$ cat src/hdl/thm_pkg.sv
package thm_pkg;

    // Fixed field widths
    localparam int SLOT_W    = 8;
    localparam int FIELD_W   = 16;
    localparam int ADDR_W    = 16;
    localparam int CNT_W     = 8;
    localparam int CFG_W     = 9;
    localparam int CFG_IDX_W = 2;

    // Stream payload widths
    localparam int S_TDATA_W = 24;
    localparam int S_TUSER_W = 3;
    localparam int M_TDATA_W = 32;

    // Largest offset table the slot field can address
    localparam int TABLE_MAX = 256;

    // Parameter defaults
    localparam int DEF_MAX_BLOCK_PIXELS = 256;
    localparam int DEF_SAMPLE_BITS      = 16;

    // Register reset values
    localparam logic [CFG_W-1:0] COLUMNS_RESET = 9'd32;
    localparam logic [CFG_W-1:0] ROWS_RESET    = 9'd32;
    localparam logic [CFG_W-1:0] PIXELS_RESET  = 9'd128;

    // Configuration register indexes
    typedef enum logic [CFG_IDX_W-1:0] {
        CFG_COLUMNS = 2'd0,
        CFG_ROWS    = 2'd1,
        CFG_PIXELS  = 2'd2
    } t_cfg_idx;

    // Per-transaction control from the input side to the counter unit
    typedef struct packed {
        logic accept;
        logic frame_begin;
        logic half;
        logic pixel;
    } t_step;

endpackage

$ cat src/hdl/thm_addr_gen.sv
module thm_addr_gen
    import thm_pkg::*;
(
    input  logic               i_clk,
    input  logic               i_rst_n,
    input  t_step              i_step,
    input  logic [CFG_W-1:0]   i_columns,
    input  logic [CFG_W-1:0]   i_rows,
    output logic [ADDR_W-1:0]  o_addr
);

    logic [CNT_W-1:0] r_col, n_col;
    logic [CNT_W-1:0] r_top_row, n_top_row;
    logic [CNT_W-1:0] r_bot_row, n_bot_row;

    logic [CNT_W-1:0] cur_col;
    logic [CNT_W-1:0] cur_top;
    logic [CNT_W-1:0] cur_bot;
    logic [CNT_W-1:0] row_sel;
    logic [CNT_W:0]   col_inc;
    logic [CNT_W+CFG_W-1:0] product;
    logic [CNT_W+CFG_W:0]   addr_full;
    logic [CNT_W-1:0] bot_start;

    assign bot_start = CNT_W'(i_rows - 9'd1);

    // Counter values seen by this transaction (frame begin restarts them first)
    assign cur_col = i_step.frame_begin ? '0 : r_col;
    assign cur_top = i_step.frame_begin ? '0 : r_top_row;
    assign cur_bot = i_step.frame_begin ? bot_start : r_bot_row;
    assign row_sel = i_step.half ? cur_bot : cur_top;

    // Frame address: column * rows + row, low bits kept
    assign product   = cur_col * i_rows;
    assign addr_full = {1'b0, product} + (CNT_W+CFG_W+1)'(row_sel);
    assign o_addr    = addr_full[ADDR_W-1:0];

    // Column wrap steps the row counter of the pixel's half
    assign col_inc = {1'b0, cur_col} + 9'd1;

    always_comb begin
        n_col     = r_col;
        n_top_row = r_top_row;
        n_bot_row = r_bot_row;
        if (i_step.accept) begin
            n_col     = cur_col;
            n_top_row = cur_top;
            n_bot_row = cur_bot;
            if (i_step.pixel) begin
                if (col_inc >= i_columns) begin
                    n_col = '0;
                    if (i_step.half) begin
                        n_bot_row = cur_bot - 8'd1;
                    end else begin
                        n_top_row = cur_top + 8'd1;
                    end
                end else begin
                    n_col = col_inc[CNT_W-1:0];
                end
            end
        end
    end

    always_ff @(posedge i_clk) begin
        if (!i_rst_n) begin
            r_col     <= '0;
            r_top_row <= '0;
            r_bot_row <= CNT_W'(ROWS_RESET - 9'd1);
        end else begin
            r_col     <= n_col;
            r_top_row <= n_top_row;
            r_bot_row <= n_bot_row;
        end
    end

endmodule

$ cat config.mk
export PLATFORM = sky130hd
export DESIGN_NAME = thm_addr_gen
export DESIGN_NICKNAME = d
export VERILOG_FILES = /design/src/hdl/thm_pkg.sv /design/src/hdl/thm_addr_gen.sv
export SDC_FILE = /design/constraint.sdc
export NUM_CORES = 1
export LEC_CHECK = 0
export BUFFER_PORTS_ARGS = -buffer_cell sky130_fd_sc_hd__buf_2
export CAP_MARGIN = 20
export CELL_PAD_IN_SITES_DETAIL_PLACEMENT = 1
export CELL_PAD_IN_SITES_GLOBAL_PLACEMENT = 1
export CORE_ASPECT_RATIO = 1.5
export CORE_MARGIN = 2
export CORE_UTILIZATION = 41
export DETAILED_ROUTE_END_ITERATION = 8
export HOLD_SLACK_MARGIN = 0.02
export PLACE_DENSITY = 0.79
export SYNTH_ARGS = -nofsm -noshare
export SYNTH_HDL_FRONTEND = slang
export SYNTH_SLANG_ARGS = --single-unit
$ cat constraint.sdc
create_clock -name i_clk -period 6.8 [get_ports i_clk]
set_input_delay 0.68 -clock i_clk [delete_from_list [all_inputs] [get_ports i_clk]]
set_output_delay 0.68 -clock i_clk [all_outputs]
set_load 0.02 [all_outputs]
==> results.cfg <==
[timing]
fin_crit_ns = 6.46
worstMarginPinSlew_ns = 0.818
post-route-period-util = 0.950
hold_viol_final = 0
finalClockSkew_ns = 0.00710
slew_violations = 0
worst_slack_ns = 0.339
fmax_mhz = 155
slew_headroom = 0.454
fin_tns_setup_ns = 0
rsz0062_at_grt = no
setup-violations-final = 0

[floorplanning]
core_area_mm2 = 0.0106
num_rows = 46
die_width_um = 89.6
ios = 40
die_y_um = 132
initial_utilization = 0.423
die_area_mm2 = 0.0119

[power]
leakagePower_nw = 2.48
p_per_area_mw_per_mm2 = 81.6
max-vdd-ir-drop_uv = 111

[routing]
route.vias.total = 3958
routed_wirelength_um = 11800
ant_nets = 0
post-route-drc-count = 0
first_iter_violations = 144
drtPass1Iterations = 5
routedWlPerCell_um = 15.9
vias_per_cell = 5.33

[synthesis]
synth.avg_cell_area_um2 = 7.98
synthesis.nets = 687
synthCells = 565
synth_ff_type = dfxtp_1
ys_warn_count = 0
async_reset_ff_frac = 0
syn_area_mm2 = 0.00451
ys_seq_elements = 24
synthDistinctLibCells = 59
synth-edff-count = 0
yosysSeqAreaShare = 0.107

[clocking]
clk_latency_ns = 0.26
clk_pin_slew_ns = 0.07
cts_setup_buffers = 0
clockBufferDepth = 2
cts_htree_levels = 1
cts_tree = built
cts_inserted_buffers = 3
clkSinkCount = 24
cts-root-buf = clkbuf_16

[min_path]
hold_depth = 2
min-delay-start = r_top_row[1]
hp-class = flop to flop
min_to = r_top_row[1]

[global_route]
antenna_found_initial = 0
grt-ovfl-total = 0
grt_max_degree = 30
grt_pass1_wl_um = 20400
grt_pass1_vias = 4429
grtUsageTotal = 0.212

[setup_path]
reg2reg_depth = 12
r2r_end = r_bot_row[5]
worstPathRequired_ns = 6.12
crit_type = primary input to output pin
crit_path_end_kind = output pin
cp-startpoint = i_rows[5]
reg2reg_slack_ns = 2.67
cp.arrival_ns = 5.78
critPathLaunchType = primary input
r2r_start = r_col[0]
path_max_fanout = 4

[placement]
dp_cells = 739
hpwl_um = 10100
preCtsSetupSlack_ns = 0.148
port_buffers = 39
globalplace.congestion = 0.862
placed_area_mm2 = 0.00489

[cells_and_area]
drive_gt1_frac = 0.135
areaGrowthSynthToFinish_pct = 10.8
final_cell_mix = inv_1 (94), nand2_1 (68), fa_1 (49), ha_1 (49), buf_2 (39)
antennaDiodeCount = 0
final_util = 0.469
layout.cells.non_filler = 743
final_common_cell = inv_1
fin_nets = 722
finalInstanceArea_mm2 = 0.00500

[flow_run]
maxCapViolCount = 0

[run_status]
status = completed
metrics by stage:
step | hold WS [ns] | power (mW)
5_1_grt | 0.488 | 0.433
3_5_place_dp | 0.452 | 0.268
4_1_cts | 0.462 | 0.414
6_report | 0.458 | 0.408
3_3_place_gp | 0.446 | 0.263
2_1_floorplan | 0.431 | 0.230
registers in the layout, indices dropped and copies added, names as in the netlist:
signal	count
r_bot_row	8
r_col	8
r_top_row	8
synthesized netlist by cell type, types with 3 or more instances:
cell      count  area [um^2]
a21oi_1      16         80.1
and3_1        8         50.1
nor4_1        3         18.8
nor2_1       36          135
fa_1         49          981
ha_1         49          613
o21a_1        4         30.0
mux2i_1       7         70.1
nor3b_1       4         30.0
clkbuf_1     18         67.6
nor2b_1      14         87.6
nand3_1      11         55.1
or3_1         6         37.5
and2_2        3         22.5
a22oi_1       6         45.0
or2_2         3         18.8
xnor2_1      20          175
o31ai_1       4         30.0
mux2_2        4         45.0
and2_1       29          181
nor3_1        8         40.0
dfxtp_1      24          480
inv_1        94          353
xor2_1        6         52.6
nand2_1      68          255
a211oi_1      4         30.0
a21o_1        5         37.5
o21ai_0      11         55.1
nand2b_1      3         18.8
a31oi_1       4         25.0
critical path: stages:
cell and delay (ns):
buf_2 0.13, or3_4 0.38, or3_1 0.37, a31oi_2 0.26
a21oi_1 0.12, fa_1 0.50, inv_1 0.05, fa_1 0.50
inv_1 0.05, fa_1 0.47, fa_1 0.55, inv_1 0.04
ha_1 0.33, o21a_1 0.20, o31ai_1 0.06, buf_4 0.16
a21oi_1 0.08, a211oi_1 0.38, a21oi_1 0.15, xnor2_1 0.14
buf_2 0.17
final cells by class:
class / instances / area [um^2]
Timing Repair Buffer: 57 / 343
Fill cell: 1352 / 5650
Multi-Input combinational cell: 420 / 3550
Clock buffer: 4 / 88.8
Tap cell: 144 / 180
Sequential cell: 24 / 480
Inverter: 94 / 353
routing by layer:
metal / part of all wire / wire (um) / vias to the layer above / track usage
met5: 0 / 0 / - / 0
met4: 0.033 / 389 / 0 / 0.0821
met3: 0.017 / 196 / 27 / 0.0168
met2: 0.57 / 6670 / 51 / 0.396
met1: 0.38 / 4540 / 1976 / 0.239
li1: - / - / 1904 / -
kinds of logic (layout without fill, tap and decap cells):
| kind of cell | count (synthesis) | in the layout | share of synthesized area |
|---|---|---|---|
| AO/OA/AOI/OAI | 79 | 79 | 0.124 |
| AND/OR/NAND/NOR | 206 | 206 | 0.231 |
| buffers and inverters | 121 | 155 | 0.109 |
| flip-flops | 24 | 24 | 0.107 |
| adder cells (fa/ha/maj) | 98 | 98 | 0.354 |
| multiplexers | 11 | 11 | 0.0255 |
| XOR/XNOR | 26 | 26 | 0.0505 |
worst max path at each step:
stage                 endpoint  slack (ns)  cells after the start
floorplan           o_addr[15]        0.62                     18
global placement    o_addr[14]        0.23                     21
detailed placement  o_addr[14]        0.15                     21
CTS                 o_addr[14]        0.14                     21
global route        o_addr[14]        0.03                     21
finish              o_addr[15]        0.34                     21
repair_timing:
action / in CTS / in global routing
endpoints found under the setup margin: 0 / 1
hold buffers: 0 / 0
gates resized for setup: 0 / 2
power by group:
part | internal, mW | switching [mW]
registers | 0.144 | 0.00177
clock network | 0.0901 | 0.0536
logic | 0.0432 | 0.0750
Power figures use the tool's default switching activity.
