--- src/hdl/thm_pkg.sv ---
package thm_pkg;

    // Fixed field widths
    localparam int SLOT_W    = 8;
    localparam int FIELD_W   = 16;
    localparam int ADDR_W    = 16;
    localparam int CNT_W     = 8;
    localparam int CFG_W     = 9;
    localparam int CFG_IDX_W = 2;

    // Stream payload widths
    localparam int S_TDATA_W = 24;
    localparam int S_TUSER_W = 3;
    localparam int M_TDATA_W = 32;

    // Largest offset table the slot field can address
    localparam int TABLE_MAX = 256;

    // Parameter defaults
    localparam int DEF_MAX_BLOCK_PIXELS = 256;
    localparam int DEF_SAMPLE_BITS      = 16;

    // Register reset values
    localparam logic [CFG_W-1:0] COLUMNS_RESET = 9'd32;
    localparam logic [CFG_W-1:0] ROWS_RESET    = 9'd32;
    localparam logic [CFG_W-1:0] PIXELS_RESET  = 9'd128;

    // Configuration register indexes
    typedef enum logic [CFG_IDX_W-1:0] {
        CFG_COLUMNS = 2'd0,
        CFG_ROWS    = 2'd1,
        CFG_PIXELS  = 2'd2
    } t_cfg_idx;

    // Per-transaction control from the input side to the counter unit
    typedef struct packed {
        logic accept;
        logic frame_begin;
        logic half;
        logic pixel;
    } t_step;

endpackage

--- src/hdl/thm_out_stage.sv ---
module thm_out_stage
    import thm_pkg::*;
#(
    parameter int SAMPLE_BITS = DEF_SAMPLE_BITS
) (
    input  logic                   i_clk,
    input  logic                   i_rst_n,
    input  logic                   i_valid,
    input  logic [ADDR_W-1:0]      i_addr,
    input  logic [SAMPLE_BITS-1:0] i_sample,
    input  logic [SAMPLE_BITS-1:0] i_offset,
    output logic                   o_free,
    output logic                   o_tvalid,
    input  logic                   i_tready,
    output logic [M_TDATA_W-1:0]   o_tdata
);

    logic                   r_valid;
    logic [ADDR_W-1:0]      r_addr;
    logic [SAMPLE_BITS-1:0] r_value;
    logic [SAMPLE_BITS-1:0] diff;

    // Offset correction wraps to the sample width
    assign diff   = i_sample - i_offset;
    assign o_free = !r_valid || i_tready;

    always_ff @(posedge i_clk) begin
        if (!i_rst_n) begin
            r_valid <= 1'b0;
        end else if (o_free) begin
            r_valid <= i_valid;
        end
    end

    always_ff @(posedge i_clk) begin
        if (o_free && i_valid) begin
            r_addr  <= i_addr;
            r_value <= diff;
        end
    end

    assign o_tvalid = r_valid;
    assign o_tdata  = {FIELD_W'(r_value), r_addr};

endmodule

--- config.mk ---
export PLATFORM = sky130hd
export DESIGN_NAME = thm_out_stage
export DESIGN_NICKNAME = d
export VERILOG_FILES = /design/src/hdl/thm_pkg.sv /design/src/hdl/thm_out_stage.sv
export SDC_FILE = /design/constraint.sdc
export NUM_CORES = 1
export LEC_CHECK = 0
export BUFFER_PORTS_ARGS = -buffer_cell sky130_fd_sc_hd__buf_2
export CAP_MARGIN = 20
export CORE_ASPECT_RATIO = 1.75
export CORE_MARGIN = 2
export CORE_UTILIZATION = 42
export DETAILED_ROUTE_END_ITERATION = 7
export GPL_TIMING_DRIVEN = 0
export HOLD_SLACK_MARGIN = 0.05
export PLACE_DENSITY = 0.88
export SLEW_MARGIN = 20
export SYNTH_ARGS = -nofsm -noshare
export SYNTH_HDL_FRONTEND = slang
export SYNTH_SLANG_ARGS = --single-unit
--- constraint.sdc ---
create_clock -name i_clk -period 2.34 [get_ports i_clk]
set_input_delay 0.585 -clock i_clk [delete_from_list [all_inputs] [get_ports i_clk]]
set_output_delay 0.585 -clock i_clk [all_outputs]
set_load 0.01 [all_outputs]
==> impl_metrics.py, run 1 <==
metrics = {
    "timing": {
        "skew_ns": 0.004332,
        "finalCritPeriodShare_pct": 93.61,
        "holdWs_ns": 0.4816,
        "setup_tns_ns": 0,
        "layout_setup_ws_ns": 0.1496,
        "final_hold_viol_count": 0,
        "slew_headroom_pct": 51.55,
        "setup_viol": 0,
        "fmax_mhz": 456.5,
        "rsz0062_at_grt": "no",
        "drv_slew": 0,
        "worst_pin_slew_ns": 0.7268,
        "min_period_ns": 2.190,
    },
    "clock_network": {
        "clock-sinks": 33,
        "cts_tree": "yes",
        "cts_max_level": 2,
        "worst_skew_pair.late_latency_ns": 0.27,
        "clock_path_buffers": 2,
        "cts_resized": 0,
        "ctsRootBufferMaster": "clkbuf_8",
        "cts_hold_buffers": 0,
        "path_clk_slew_ns": 0.07,
        "post_cts_buffers": 0,
        "cts_buffers": 5,
    },
    "critical_path": {
        "r2r_setup_slack_ns": 0.92,
        "required_ns": 2.44,
        "crit_chain": "buf_2 -> inv_1 -> ha_1 -> fa_1 -> nor2b_4 -> o2111ai_1 -> a21oi_2 -> nor2_1 -> o311ai_1",
        "worstSetupPathType": "primary input to register",
        "cp_slowest_cell": "fa_1",
        "reg2reg_to": "r_addr[3]$_DFFE_PP_",
        "cp-end-kind": "register",
        "slowest_delay_ns": 0.45,
        "r2r-start": "o_tvalid$_SDFFE_PN0N_",
        "r2r_cells": 2,
        "startpoint_type": "primary input",
        "critPathMaxFanout": 4,
        "crit_path_start": "i_sample[0]",
        "worst_ep_arrival_time_ns": 2.29,
    },
    "synthesis": {
        "ys_types": 35,
        "synth_top_family_by_area": "compound AO/OA/AOI/OAI gates",
        "ys_warn_count": 0,
        "yosysTopAreaCellShare_pct": 51.75,
        "synth-compound-area-share_pct": 13.75,
        "syn_nets": 235,
        "yosys-top-cells-count": "edfxtp_1 (32), inv_1 (21), ha_1 (15), a21oi_1 (13), nand2_1 (11)",
        "syn_avg_cell_area_um2": 11.12,
        "synth_xor_area_share_pct": 5.660,
        "synthArstFlopShare_pct": 0,
        "yosys-top-cells-area": "edfxtp_1 (52%), ha_1 (10%), inv_1 (4.2%)",
        "synthAdderAreaFrac_pct": 11.19,
        "netlist_instances": 167,
        "ys_seq_area_share_pct": 52.83,
        "synth_top_cell_by_area": "edfxtp_1",
        "ys_seq_elements": 33,
        "synth_area_mm2": 0.001857,
        "synth_edf_count": 32,
        "ys.flop_type": "edfxtp_1",
        "synth_mux_area_share_pct": 0,
        "synth.most_common_cell": "edfxtp_1",
        "yosys.area_share.simple_pct": 11.86,
    },
    "placed_design": {
        "port_buffers": 85,
        "gp_congestion": 0.9463,
        "hpwl_um": 3448,
        "place_ws_ns": -0.2052,
    },
    "global_route": {
        "grt_antenna_before_repair": 0,
        "grt_pass1_vias": 1558,
        "track_usage_pct": 17.99,
        "grt_max_degree": 33,
        "grt_first_pass_wirelength_um": 6644,
        "overflow": 0,
    },
    "finish": {
        "drive_gt1_share_pct": 37.31,
        "fin_nets": 327,
        "utilization_pct": 56.28,
        "seq_area_um2": 980.9,
        "nFillCells": 391,
        "n_antenna_cell": 0,
        "area_growth_pct": 31.06,
        "multi_input_area_um2": 793.3,
    },
    "routing": {
        "num_vias": 1601,
        "post_drt_wl_per_cell_um": 13.78,
        "drt-total-wl_um": 4285,
        "vias_per_cell": 5.148,
        "drcViolationCount": 0,
        "ant_nets": 0,
        "first_iter_violations": 29,
        "dr.pass1.iters": 5,
    },
    "job": {
        "maxCapViolCount": 0,
    },
    "status": {
        "status": "complete, no violations",
    },
    "power": {
        "vdd_drop_max_mv": 0.4230,
        "powerDensity_mw_per_mm2": 622.0,
        "finalPower_mw": 1.514,
        "p_leak_nw": 1.151,
    },
    "hold_path": {
        "whs_path_depth": 1,
        "min_delay_worst_endpoint": "r_addr[13]$_DFFE_PP_",
        "hp-class": "primary input to register",
        "hold_path_startpoint": "i_addr[13]",
    },
    "floorplanning": {
        "fp.dieW_um": 54.26,
        "coreArea_mm2": 0.004324,
        "fp.dieArea_mm2": 0.004989,
        "start_util_pct": 42.94,
        "num_rows": 32,
        "io_pins": 86,
        "fp.dieH_um": 91.96,
    },
}
-- power by group --
group / internal, mW / leakage [nW] / total (mW) / switching (mW)
clock network: 0.206 / 0.0450 / 0.396 / 0.191
logic: 0.167 / 0.788 / 0.381 / 0.214
registers: 0.723 / 0.318 / 0.736 / 0.0132
-- worst max path at each step --
stage	end	slack [ns]	cells after the start
floorplan	r_value[12]$_DFFE_PP_	0.11	8
global placement	r_value[12]$_DFFE_PP_	-0.17	9
detailed placement	r_value[12]$_DFFE_PP_	-0.21	9
CTS	r_value[12]$_DFFE_PP_	0.09	9
global route	r_value[12]$_DFFE_PP_	0.02	9
finish	r_value[12]$_DFFE_PP_	0.15	9
-- flip-flops by register name, summed over array words and instances (netlist names) --
signal,cells
r_value,16
o_tvalid,1
r_addr,16
-- worst max-delay path: cells and delay by family --
| kind | cells | cell delay (ns) |
|---|---|---|
| buffers and inverters | 2 | 0.11 |
| adder cells (fa/ha/maj) | 2 | 0.66 |
| AND/OR/NAND/NOR | 2 | 0.24 |
| AO/OA/AOI/OAI | 3 | 0.70 |
-- cell families (layout without fill, tap and decap cells) --
group / Yosys count / count (layout)
simple gates: 43 / 43
compound gates: 40 / 40
flops: 33 / 33
buf+inv: 23 / 116
fa+ha+maj: 16 / 16
xor+xnor: 12 / 12
-- layer usage --
layer / part of all wire, % / GRT usage, %
met1: 33 / 17.36
met2: 57 / 33.94
met3: 6.7 / 2.606
met4: 3.8 / 8.750
met5: 0 / 0
-- cell type report --
| type | count | area share (%) |
|---|---|---|
| inverters | 21 | 3.239 |
| repair buffers | 85 | 17.48 |
| flip-flops and latches | 33 | 40.31 |
| well taps | 51 | 2.622 |
| plain buffers | 2 | 0.3599 |
| clock buffers | 6 | 2.982 |
| multi-input cells | 111 | 32.60 |
| clock inverters | 2 | 0.4113 |
-- metrics by stage --
stage	cell area [um^2]	instances
after detailed placement	2347	303
after floorplan	1857	167
after CTS	2430	311
after global routing	2434	311
after global placement	2346	303
final	2434	311
-- cell usage in the layout, fill, tap and decap left out, types with 4 or more instances in the layout --
cell,n
buf_2,86
edfxtp_1,32
inv_1,21
ha_1,15
a21oi_1,12
nand2_1,11
xnor2_1,9
nor2_1,8
nand2b_1,7
nand3_1,5
clkbuf_8,5
a21o_1,4
nor3_1,4
(Power assumes the default switching activity.)
==> run 2: changes to the inputs <==
--- a/config.mk
+++ b/config.mk
@@ -9,11 +9,12 @@
 export CAP_MARGIN = 20
 export CORE_ASPECT_RATIO = 1.75
 export CORE_MARGIN = 2
-export CORE_UTILIZATION = 42
+export CORE_UTILIZATION = 44
+export CTS_BUF_LIST = sky130_fd_sc_hd__clkbuf_4 sky130_fd_sc_hd__clkbuf_8
 export DETAILED_ROUTE_END_ITERATION = 7
 export GPL_TIMING_DRIVEN = 0
 export HOLD_SLACK_MARGIN = 0.05
-export PLACE_DENSITY = 0.88
+export PLACE_DENSITY = 0.91
 export SLEW_MARGIN = 20
 export SYNTH_ARGS = -nofsm -noshare
 export SYNTH_HDL_FRONTEND = slang
==> impl_metrics.py, run 2 (synthesis results as in run 1) <==
metrics = {
    "timing": {
        "slew_headroom_pct": 52.70,
        "final_hold_viol_count": 0,
        "rsz0062_at_grt": "no",
        "finalCritPeriodShare_pct": 94.56,
        "min_period_ns": 2.213,
        "skew_ns": 0.003997,
        "worst_pin_slew_ns": 0.7095,
        "drv_slew": 0,
        "fmax_mhz": 451.9,
        "setup_viol": 0,
        "setup_tns_ns": 0,
    },
    "routing": {
        "num_vias": 1586,
        "post_drt_wl_per_cell_um": 13.11,
        "ant_nets": 0,
        "dr.pass1.iters": 4,
        "vias_per_cell": 5.133,
        "drcViolationCount": 0,
        "drt-total-wl_um": 4051,
        "first_iter_violations": 39,
    },
    "clock_network": {
        "cts_max_level": 2,
        "cts_buffers": 5,
        "cts_tree": "yes",
        "post_cts_buffers": 0,
        "clock_path_buffers": 2,
        "path_clk_slew_ns": 0.07,
        "ctsRootBufferMaster": "clkbuf_8",
        "worst_skew_pair.late_latency_ns": 0.27,
        "clock-sinks": 33,
    },
    "power": {
        "powerDensity_mw_per_mm2": 662.7,
        "vdd_drop_max_mv": 0.3779,
        "finalPower_mw": 1.629,
        "p_leak_nw": 1.162,
    },
    "finish": {
        "area_growth_pct": 32.41,
        "utilization_pct": 59.80,
        "drive_gt1_share_pct": 37.31,
        "n_antenna_cell": 0,
        "final_common_cell": "buf_2",
        "nFillCells": 357,
        "fin_nets": 327,
        "final_cell_mix": "buf_2 (86), edfxtp_1 (32), inv_1 (21)",
    },
    "critical_path": {
        "r2r_cells": 2,
        "r2r-start": "o_tvalid$_SDFFE_PN0N_",
        "startpoint_type": "primary input",
        "worstSetupPathType": "primary input to register",
        "cp-end-kind": "register",
        "critPathMaxFanout": 4,
        "r2r_setup_slack_ns": 0.93,
        "worst_ep_arrival_time_ns": 2.31,
        "reg2reg_to": "r_addr[13]$_DFFE_PP_",
        "slowest_delay_ns": 0.44,
        "required_ns": 2.44,
        "crit_path_start": "i_sample[0]",
        "crit_chain": "buf_2 -> inv_1 -> ha_1 -> fa_1 -> nor2b_4 -> o2111ai_1 -> a21oi_2 -> nor2_1 -> o311ai_1",
        "cp_slowest_cell": "fa_1",
        "endpoint": "r_value[12]$_DFFE_PP_",
    },
    "status": {
        "status": "complete, no violations",
    },
    "global_route": {
        "grt_antenna_before_repair": 0,
        "overflow": 0,
        "grt_first_pass_wirelength_um": 6320,
        "grt_max_degree": 33,
        "track_usage_pct": 17.73,
        "grt_pass1_vias": 1518,
    },
    "job": {
        "maxCapViolCount": 0,
    },
    "hold_path": {
        "hp-class": "primary input to register",
    },
    "placed_design": {
        "port_buffers": 85,
        "hpwl_um": 3328,
        "gp_congestion": 0.9130,
    },
    "floorplanning": {
        "coreArea_mm2": 0.004111,
        "num_rows": 31,
        "fp.dieH_um": 89.94,
        "start_util_pct": 45.16,
        "io_pins": 86,
        "fp.dieW_um": 53.11,
        "fp.dieArea_mm2": 0.004776,
    },
}
[run 2: cell types whose count changed in the layout (fill, tap and decap cells not counted)]
| cell | previous run | this run |
|---|---|---|
| clkbuf_1 | 2 | 1 |
| clkbuf_4 | 0 | 1 |
| clkinv_1 | 0 | 1 |
| clkinv_2 | 2 | 0 |
| bufinv_16 | 0 | 1 |
[run 2: critical path: cells and delay by family]
kind | cells | cell delay, ns
AO/OA/AOI/OAI | 3 | 0.72
adder cells (fa/ha/maj) | 2 | 0.65
buffers and inverters | 2 | 0.10
AND/OR/NAND/NOR | 2 | 0.24
[run 2: per-layer routing]
| layer | track usage, % | part of all wire [%] | up-vias |
|---|---|---|---|
| li1 | - | - | 788 |
| met4 | 8.547 | 2.0 | 0 |
| met5 | 0 | 0 | - |
| met1 | 17.03 | 33 | 728 |
| met2 | 33.75 | 57 | 62 |
| met3 | 2.658 | 7.3 | 8 |
[run 2: repair_timing]
action	4_1_cts	5_1_grt
gates resized for setup	0	1
hold buffers	0	0
endpoints found under the setup margin	0	2
[run 2: worst min path at each step]
stage                                from                    end  slack (ns)  cells after the start
floorplan           o_tvalid$_SDFFE_PN0N_  o_tvalid$_SDFFE_PN0N_        0.61                      2
global placement    o_tvalid$_SDFFE_PN0N_  o_tvalid$_SDFFE_PN0N_        0.50                      2
detailed placement  o_tvalid$_SDFFE_PN0N_  o_tvalid$_SDFFE_PN0N_        0.52                      2
CTS                             i_addr[7]    r_addr[7]$_DFFE_PP_        0.47                      1
global route                    i_addr[0]    r_addr[0]$_DFFE_PP_        0.47                      1
finish                          i_addr[8]    r_addr[8]$_DFFE_PP_        0.48                      1
[run 2: power breakdown]
group | switching [mW] | internal, mW
Combinational | 0.211 | 0.167
Clock | 0.192 | 0.326
Sequential | 0.0118 | 0.723
[run 2: final cells by class]
cell class / count / area [um^2] / area share, %
plain buffers: 2 / 8.758 / 0.3562
clock buffers: 6 / 76.32 / 3.104
clock inverters: 2 / 33.78 / 1.374
inverters: 21 / 78.83 / 3.206
multi-input cells: 111 / 793.3 / 32.26
flip-flops and latches: 33 / 980.9 / 39.90
well taps: 49 / 61.31 / 2.494
repair buffers: 85 / 425.4 / 17.30
[run 2: stage by stage]
step	hold slack [ns]	setup WS, ns	area, um^2	std cells
after floorplan	0.6096	0.1139	1857	167
after global routing	0.4719	0.03106	2459	309
after CTS	0.4690	0.06725	2455	309
after detailed placement	0.5238	-0.2326	2345	301
after global placement	0.4958	-0.1754	2344	301
final	0.4832	0.1273	2459	309
